File: src/hdl/bf4h_reducer.sv
`timescale 1ns / 1ps
// Iterative remainder unit: one restoring shift-subtract step per cycle.
// Standalone; used by bloom_filter_four_hash_unit.
module bf4h_reducer #(
    parameter int DW = 25,
    parameter int NW = 17,
    parameter int HW = 16
) (
    input  logic          clk,
    input  logic          rst_n,
    input  logic          start,
    input  logic [DW-1:0] dividend,
    input  logic [NW-1:0] modulus,
    output logic          done,
    output logic [HW-1:0] remainder
);

    localparam int CW = $clog2(DW + 1);

    logic [DW-1:0] div_reg;
    logic [NW-1:0] rem_reg;
    logic [NW-1:0] rem_next;
    logic [CW-1:0] cnt_reg;
    logic          busy_reg;
    logic          done_reg;
    logic [NW:0]   trial;

    always_comb
    begin
        trial = {rem_reg, div_reg[DW-1]};
        if (trial >= {1'b0, modulus})
        begin
            rem_next = NW'(trial - {1'b0, modulus});
        end
        else
        begin
            rem_next = NW'(trial);
        end
    end

    always_ff @(posedge clk or negedge rst_n)
    begin
        if (!rst_n)
        begin
            busy_reg <= 1'b0;
            done_reg <= 1'b0;
            cnt_reg  <= '0;
        end
        else
        begin
            done_reg <= 1'b0;
            if (start)
            begin
                busy_reg <= 1'b1;
                cnt_reg  <= CW'(DW);
            end
            else if (busy_reg)
            begin
                cnt_reg <= cnt_reg - 1'b1;
                if (cnt_reg == CW'(1))
                begin
                    busy_reg <= 1'b0;
                    done_reg <= 1'b1;
                end
            end
        end
    end

    always_ff @(posedge clk)
    begin
        if (start)
        begin
            div_reg <= dividend;
            rem_reg <= '0;
        end
        else if (busy_reg)
        begin
            div_reg <= {div_reg[DW-2:0], 1'b0};
            rem_reg <= rem_next;
        end
    end

    assign done      = done_reg;
    // rem_reg stays below the modulus, which never exceeds the bit store depth
    assign remainder = HW'(rem_reg);

endmodule

File: config.mk
export PLATFORM = sky130hd
export DESIGN_NAME = bf4h_reducer
export DESIGN_NICKNAME = d
export VERILOG_FILES = /design/src/hdl/bf4h_reducer.sv
export SDC_FILE = /design/constraint.sdc
export NUM_CORES = 1
export LEC_CHECK = 0
export BUFFER_PORTS_ARGS = -buffer_cell sky130_fd_sc_hd__buf_2
export CAP_MARGIN = 20
export CORE_UTILIZATION = 57
export CTS_CLUSTER_SIZE = 10
export DETAILED_ROUTE_END_ITERATION = 7
export PLACE_DENSITY_LB_ADDON = 0.05
export SYNTH_ARGS = -nofsm -noshare
export SYNTH_HDL_FRONTEND = slang
export SYNTH_SLANG_ARGS = --single-unit
export TNS_END_PERCENT = 5
File: constraint.sdc
create_clock -name clk -period 3.2 [get_ports clk]
set_clock_uncertainty 0.1 [all_clocks]
set_input_delay 0.8 -clock clk [delete_from_list [all_inputs] [get_ports clk]]
set_output_delay 0.8 -clock clk [all_outputs]
set_load 0.005 [all_outputs]
; Word level (Yosys, flattened, before mapping)
; Cells that the tools add are included.
[word_totals]
reg_bits = 49
out_inout_bits = 17
mem_bits_rw = 0
latch_bits = 0
elab_cells = 21
mem_bits_ro = 0
mem_count = 0
[classes]
n_eq_ne = 1
n_bitwise = 0
shifts = 0
n_reduce_logical = 1
n_addsub = 2
order_cmp = 1
muxes = 11
n_mul = 0
div_mod_pow = 0
[ops]
columns = operator, count
row1 = $mux W25, 2
row2 = $ge A18 B17 Y1, 1
row3 = $mux W17, 1
row4 = $sub A17 B17 Y17, 1
row5 = $mux W5, 2
row6 = $mux W1, 6
row7 = $eq A5 B1 Y1 const B, 1
row8 = $sub A5 B1 Y5 const B, 1
row9 = $reduce_bool A2 Y1, 1

; Longest topological paths before layout
; Gate-level depths: netlist of run 1.
[logic_depth]
depth_word = 4
mapped_depth = 11

; Least setup slack after synthesis of run 1
; No wires, ideal clock.
[synth_timing]
path_type = in2reg
from = input port modulus[0]
to = register rem_reg[2]
t_arrival_ns = 2.707
setup_time_ns = 0.122
path_slack_ns = 0.271
stages = 10
path_cell_list = ha_1 inv_1 fa_1 a21oi_2 o211ai_4 a32oi_2 a31o_1 buf_6 nand2_4 a311o_1
[synth_via]
elab_chain_cells = 2
elab_cells_between_ends = 3
[synth_lines]
columns = item, line_no
row1 = from (decl), 13  ; input logic [NW-1:0] modulus,
row2 = $sub A17 B17 Y17 / $ge A18 B17 Y1 (equally long branches), "33, 31"
row3 = $mux W17 (*), 31  ; if (trial >= {1'b0, modulus})
row4 = to (signal assigned), 79  ; rem_reg <= rem_next;
row5 = to (decl), 21  ; logic [NW-1:0] rem_reg;
; Mark *: on every way between the ends. The rest lies on a longest branch, timed or not.
; A chain may end at the register's enable or synchronous reset.

; Worst setup path in the final report of run 1
[layout_timing]
from = input port modulus[0]
to = register rem_reg[14]
; The elaborated chain is that of the path after synthesis.

==> results of run 1 <==
## kinds of logic after synthesis
group / Yosys count / share of synthesized area, %
AOI/OAI and AO/OA: 92 / 19.5
and+or+nand+nor: 99 / 14.2
DFF: 49 / 35.9
adders and majority gates: 20 / 7.31
muxes: 24 / 7.66
xor gates and xnor gates: 14 / 3.47
buffers and inverters: 66 / 12.0
## layer usage
metal	vias up	GRT usage, %
li1	1423	-
met1	1360	35.6
met2	87	35.8
met3	6	3.41
met4	0	4.46
met5	-	0
## report_power, final
group	switching, uW	internal, uW	total [uW]
Sequential	115	778	893
Clock	202	310	512
Combinational	715	589	1300
## cells in the final DEF (no fill, tap or decap), types with 6 or more instances in the layout
master	instances
buf_2	61
inv_1	30
nor2_1	25
edfxtp_1	25
mux2_2	24
nand2_1	21
ha_1	19
a21oi_1	17
buf_4	17
dfxtp_1	17
o21ai_0	15
nand3_1	11
xnor2_1	10
nor3_1	9
a311oi_1	7
nor4_1	7
a31oi_1	7
dfrtp_1	7
o211ai_1	6
## cell usage after synthesis, types with 5 or more instances
library cell  instances
nand2_1              21
edfxtp_1             25
ha_1                 19
buf_4                17
buf_6                 8
a31oi_1               7
a21oi_1              17
nor3_1                9
o211ai_1              6
a311oi_1              7
nand4_1               5
dfxtp_1              17
nor2_1               25
and3_1                5
mux2_2               24
nor4_1                7
dfrtp_1               7
o41ai_1               5
inv_1                30
clkbuf_8              5
o21ai_0              15
nand3_1              11
xnor2_1              10
## through the flow
stage,instances,worst slack (ns),setup TNS [ns],instance area (um2),power (uW)
after global placement,483,0.0487,0,3750,2180
after global routing,491,0.220,0,3890,2880
after CTS,491,0.315,0,3890,2700
after detailed placement,483,-0.00120,-0.00120,3750,2190
after floorplan,364,0.271,0,3530,1920
final,491,0.308,0,3890,2710
## area by class of cell
cell class              count  area [um2]
fillers                   515        2070
multi-input cells         249        1840
flip-flops and latches     49        1270
repair buffers             78         433
inverters                  32         120
well taps                  75        93.8
clock buffers               5        68.8
clock inverters             3        65.1
## path summary, 6_finish.rpt
| kind | to | cells after the start | from | slack (ns) |
|---|---|---|---|---|
| hold / removal | cnt_reg[1] | 1 | rst_n | 0.22 |
| hold reg to reg | rem_reg[1] | 2 | rem_reg[1] | 0.44 |
| max in group asynchronous | busy_reg | 1 | rst_n | 2.61 |
| setup / recovery | rem_reg[14] | 10 | modulus[0] | 0.31 |
| min in group clk | rem_reg[1] | 2 | rem_reg[1] | 0.44 |
| setup reg to reg | rem_reg[14] | 10 | div_reg[24] | 0.36 |
==> impl_metrics.yaml, run 1 <==
sta:
  rsz0062_at_grt: "no"
  worstMarginPinSlew_ns: 0.448
  relSlewSlack_pct: 70.2
  drv_slew: 0
  finalCritPeriodShare_pct: 90.4
  setup_viol: 0
  final_hold_viol_count: 0
  fmax_ghz: 0.346
  hold_slack_ns: 0.224
  post-route-min-period_ns: 2.89
synth:
  synth-edff-count: 25
  async_flop_share_pct: 14.3
  yosys.area.top_type: "edfxtp_1"
  ys_types: 60
  syn_area_um2: 3530
  yosysWarningCount: 0
  synth_area_leaders: "edfxtp_1, dfxtp_1, mux2_2, ha_1, dfrtp_1"
  syn_nets: 429
  synth_flop_cell: "edfxtp_1"
  ys_seq_area_share_pct: 35.9
  ys_seq_elements: 49
  synth.top_cell.area_share_pct: 21.3
  syn_inst: 364
  syn_avg_cell_area_um2: 9.69
setup_path:
  critPathBufInv: 2
  max_stage_delay_ns: 0.51
  critPathKind: "in -> reg"
  crit_fanout: 14
  critPathLaunchType: "primary input"
  worst_ep_arrival_time_ns: 3.02
  crit_chain: "buf_2, ha_1, inv_1, fa_1, a21oi_2, o211ai_4, a32oi_2, a31oi_4, or4_1, o211ai_1"
  critical_path.top_delay_family: "compound AO/OA/AOI/OAI gates"
  worstSetupEndpointType: "register"
  critPathSlowestCell: "or4_1"
  worstPathRequired_ns: 3.32
die:
  die_x_um: 80.7
  die_y_um: 80.7
  initial_utilization_pct: 59.2
  io_pins: 62
  rows: 28
  core_um2: 5960
  die-area_um2: 6510
power:
  power.leakage_uw: 0.00174
  peakVddDrop_mv: 0.544
  p_per_area_nw_per_um2: 697
clock_network:
  post-cts-setup-buffers: 0
  clock-sinks: 49
  ctsResizeCount: 0
  cts_tree: "yes"
  clock-root-buffer: "clkbuf_8"
  cts_buffer_depth: 2
  ctsHoldBuffers: 0
  cts_max_level: 2
  cts_buffers: 5
  cts.reportedPaths.clkPinSlew_ns: 0.09
  clkLatencyLatePin_ns: 0.29
final_layout:
  final_util_pct: 65.3
  largest_reg_flops: 25
  antennaDiodeCount: 0
  syn_to_final_growth_pct: 10.2
  nNetsFinal: 480
  layout-drive-gt1-share_pct: 32.2
route:
  drc: 0
  ant_nets: 0
  wl_per_cell_um: 15.4
  top_layer: "met4"
  wl_met3_um: 323
  finalWirelength_um: 7570
  wl_met1_um: 3700
  dr_total_vias: 2876
  drt_iter0_markers: 217
  firstDrtPassIters: 5
  vias_per_cell: 5.86
  met2_length_um: 3490
place:
  gp_congestion: 0.908
  placement.io_buffers: 61
  place_hpwl_um: 5670
outcome:
  status: "completed"
grt:
  grt_antenna_before_repair: 0
  grt_pass1_wl_um: 11800
  grt_max_degree: 32
  track_usage_pct: 23.6
  gr-total-overflow: 0
  grt_pass1_vias: 2482
job:
  cap_violations: 0
min_path:
  hold_class: "in -> async"
Note: power is estimated with default switching activity, not from simulation.
==> run 2: changes to the inputs <==
Settings changed: PLACE_DENSITY set to 0.9, PLACE_DENSITY_LB_ADDON 0.05 to unset.
==> impl_metrics.yaml, run 2 (synthesis gave the netlist of run 1 again) <==
sta:
  finalCritPeriodShare_pct: 90.6
  relSlewSlack_pct: 65.3
  post-route-min-period_ns: 2.90
  final_hold_viol_count: 0
  drv_slew: 0
  setup_viol: 0
  worstMarginPinSlew_ns: 0.521
  hold_slack_ns: 0.229
  fmax_ghz: 0.345
  final.setup.tns_ns: 0
  rsz0062_at_grt: "no"
power:
  p_seq_share_pct: 34.4
  p_per_area_nw_per_um2: 681
  power.leakage_uw: 0.00169
  net-switching-power_uw: 1020
  peakVddDrop_mv: 0.476
  clockPowerShare_pct: 16.4
  pwr-share-comb_pct: 49.3
  swShare_pct: 39.3
  internal_power_uw: 1580
setup_path:
  worstSetupEndpointType: "register"
  crit_fanout: 12
  critPathKind: "in -> reg"
  worst_ep_arrival_time_ns: 3.02
  critPathLaunchType: "primary input"
  worstPathRequired_ns: 3.32
final_layout:
  multi_input_area_um2: 1840
  final_cell_mix: "buf_2, inv_1, nor2_1, edfxtp_1, mux2_2"
  largest_reg_flops: 25
  syn_to_final_growth_pct: 8.09
  seq_area_um2: 1270
  layout-drive-gt1-share_pct: 30.6
  nNetsFinal: 472
  layout.cells.most_common: "buf_2"
  antennaDiodeCount: 0
  fin_cells: 483
  final_util_pct: 64.0
  n_fill_cell: 489
clock_network:
  clock-root-buffer: "clkbuf_8"
  clock-sinks: 49
  ctsHoldBuffers: 0
  cts_buffers: 5
  cts.reportedPaths.clkPinSlew_ns: 0.08
  ctsResizeCount: 0
  post-cts-setup-buffers: 0
  cts_max_level: 2
  cts_buffer_depth: 2
  clkLatencyLatePin_ns: 0.30
  cts_tree: "yes"
route:
  drt_iter0_markers: 345
  wl_per_cell_um: 16.1
  met2_length_um: 3760
  ant_nets: 0
  wl_met3_um: 582
  wl_met1_um: 3300
  dr_total_vias: 2905
  vias_per_cell: 6.01
  finalWirelength_um: 7790
  drc: 0
  top_layer: "met4"
  firstDrtPassIters: 6
grt:
  grt_antenna_before_repair: 0
  grt_pass1_vias: 2753
  grt_pass1_wl_um: 12600
  track_usage_pct: 25.1
  gr-total-overflow: 0
  grt_max_degree: 46
die:
  core_um2: 5960
  die_x_um: 80.7
  rows: 28
  die-area_um2: 6510
  die_y_um: 80.7
  io_pins: 62
  initial_utilization_pct: 59.2
place:
  placement.io_buffers: 61
  gp_congestion: 0.977
  placedCellCount: 475
  place_hpwl_um: 5720
job:
  cap_violations: 0
min_path:
  hold_class: "in -> async"
outcome:
  status: "completed"
==> run 2: routing by layer <==
layer	global-route usage (%)	vias up
met5	0	-
met4	7.86	0
met3	4.09	16
met2	40.2	139
met1	34.4	1340
li1	-	1410
==> run 2: final cells by class <==
cell class | instances | area share (%)
clock inverters | 2 | 0.919
flip-flops and latches | 49 | 33.2
well taps | 75 | 2.46
inverters | 32 | 3.15
multi-input cells | 249 | 48.3
clock buffers | 6 | 1.90
repair buffers | 70 | 10.1
==> run 2: stage by stage <==
stage                     setup WS, ns  area [um2]  total power (uW)
after floorplan                  0.271        3530              1920
after global placement          0.0966        3710              2110
after detailed placement        0.0168        3710              2150
after CTS                        0.304        3810              2580
after global routing             0.164        3810              2760
final                            0.300        3810              2600
==> run 2: power by group through the flow <==
stage	clock, uW	sequential (uW)	combinational, uW
floorplan	0	861	1060
global placement	0	901	1210
CTS	428	892	1260
global route	452	908	1400
detailed placement	0	905	1250
finish	425	894	1280
==> run 2: critical path, cell delays in order <==
cell	delay [ns]
buf_2	0.08
ha_1	0.15
inv_1	0.06
fa_1	0.41
a21oi_2	0.26
o211ai_4	0.14
a32oi_2	0.30
a31oi_4	0.21
or4_1	0.50
o211ai_1	0.10
==> run 2: worst paths after layout <==
kind                        startpoint           to  slack, ns  depth (start not counted)
min                              rst_n   cnt_reg[0]       0.23                          1
max reg2reg                div_reg[24]  rem_reg[14]       0.37                         10
max in group asynchronous        rst_n   cnt_reg[4]       2.62                          1
max                         modulus[0]  rem_reg[14]       0.30                         10
min in group clk            cnt_reg[4]   cnt_reg[4]       0.42                          2
min reg2reg                 cnt_reg[4]   cnt_reg[4]       0.42                          2
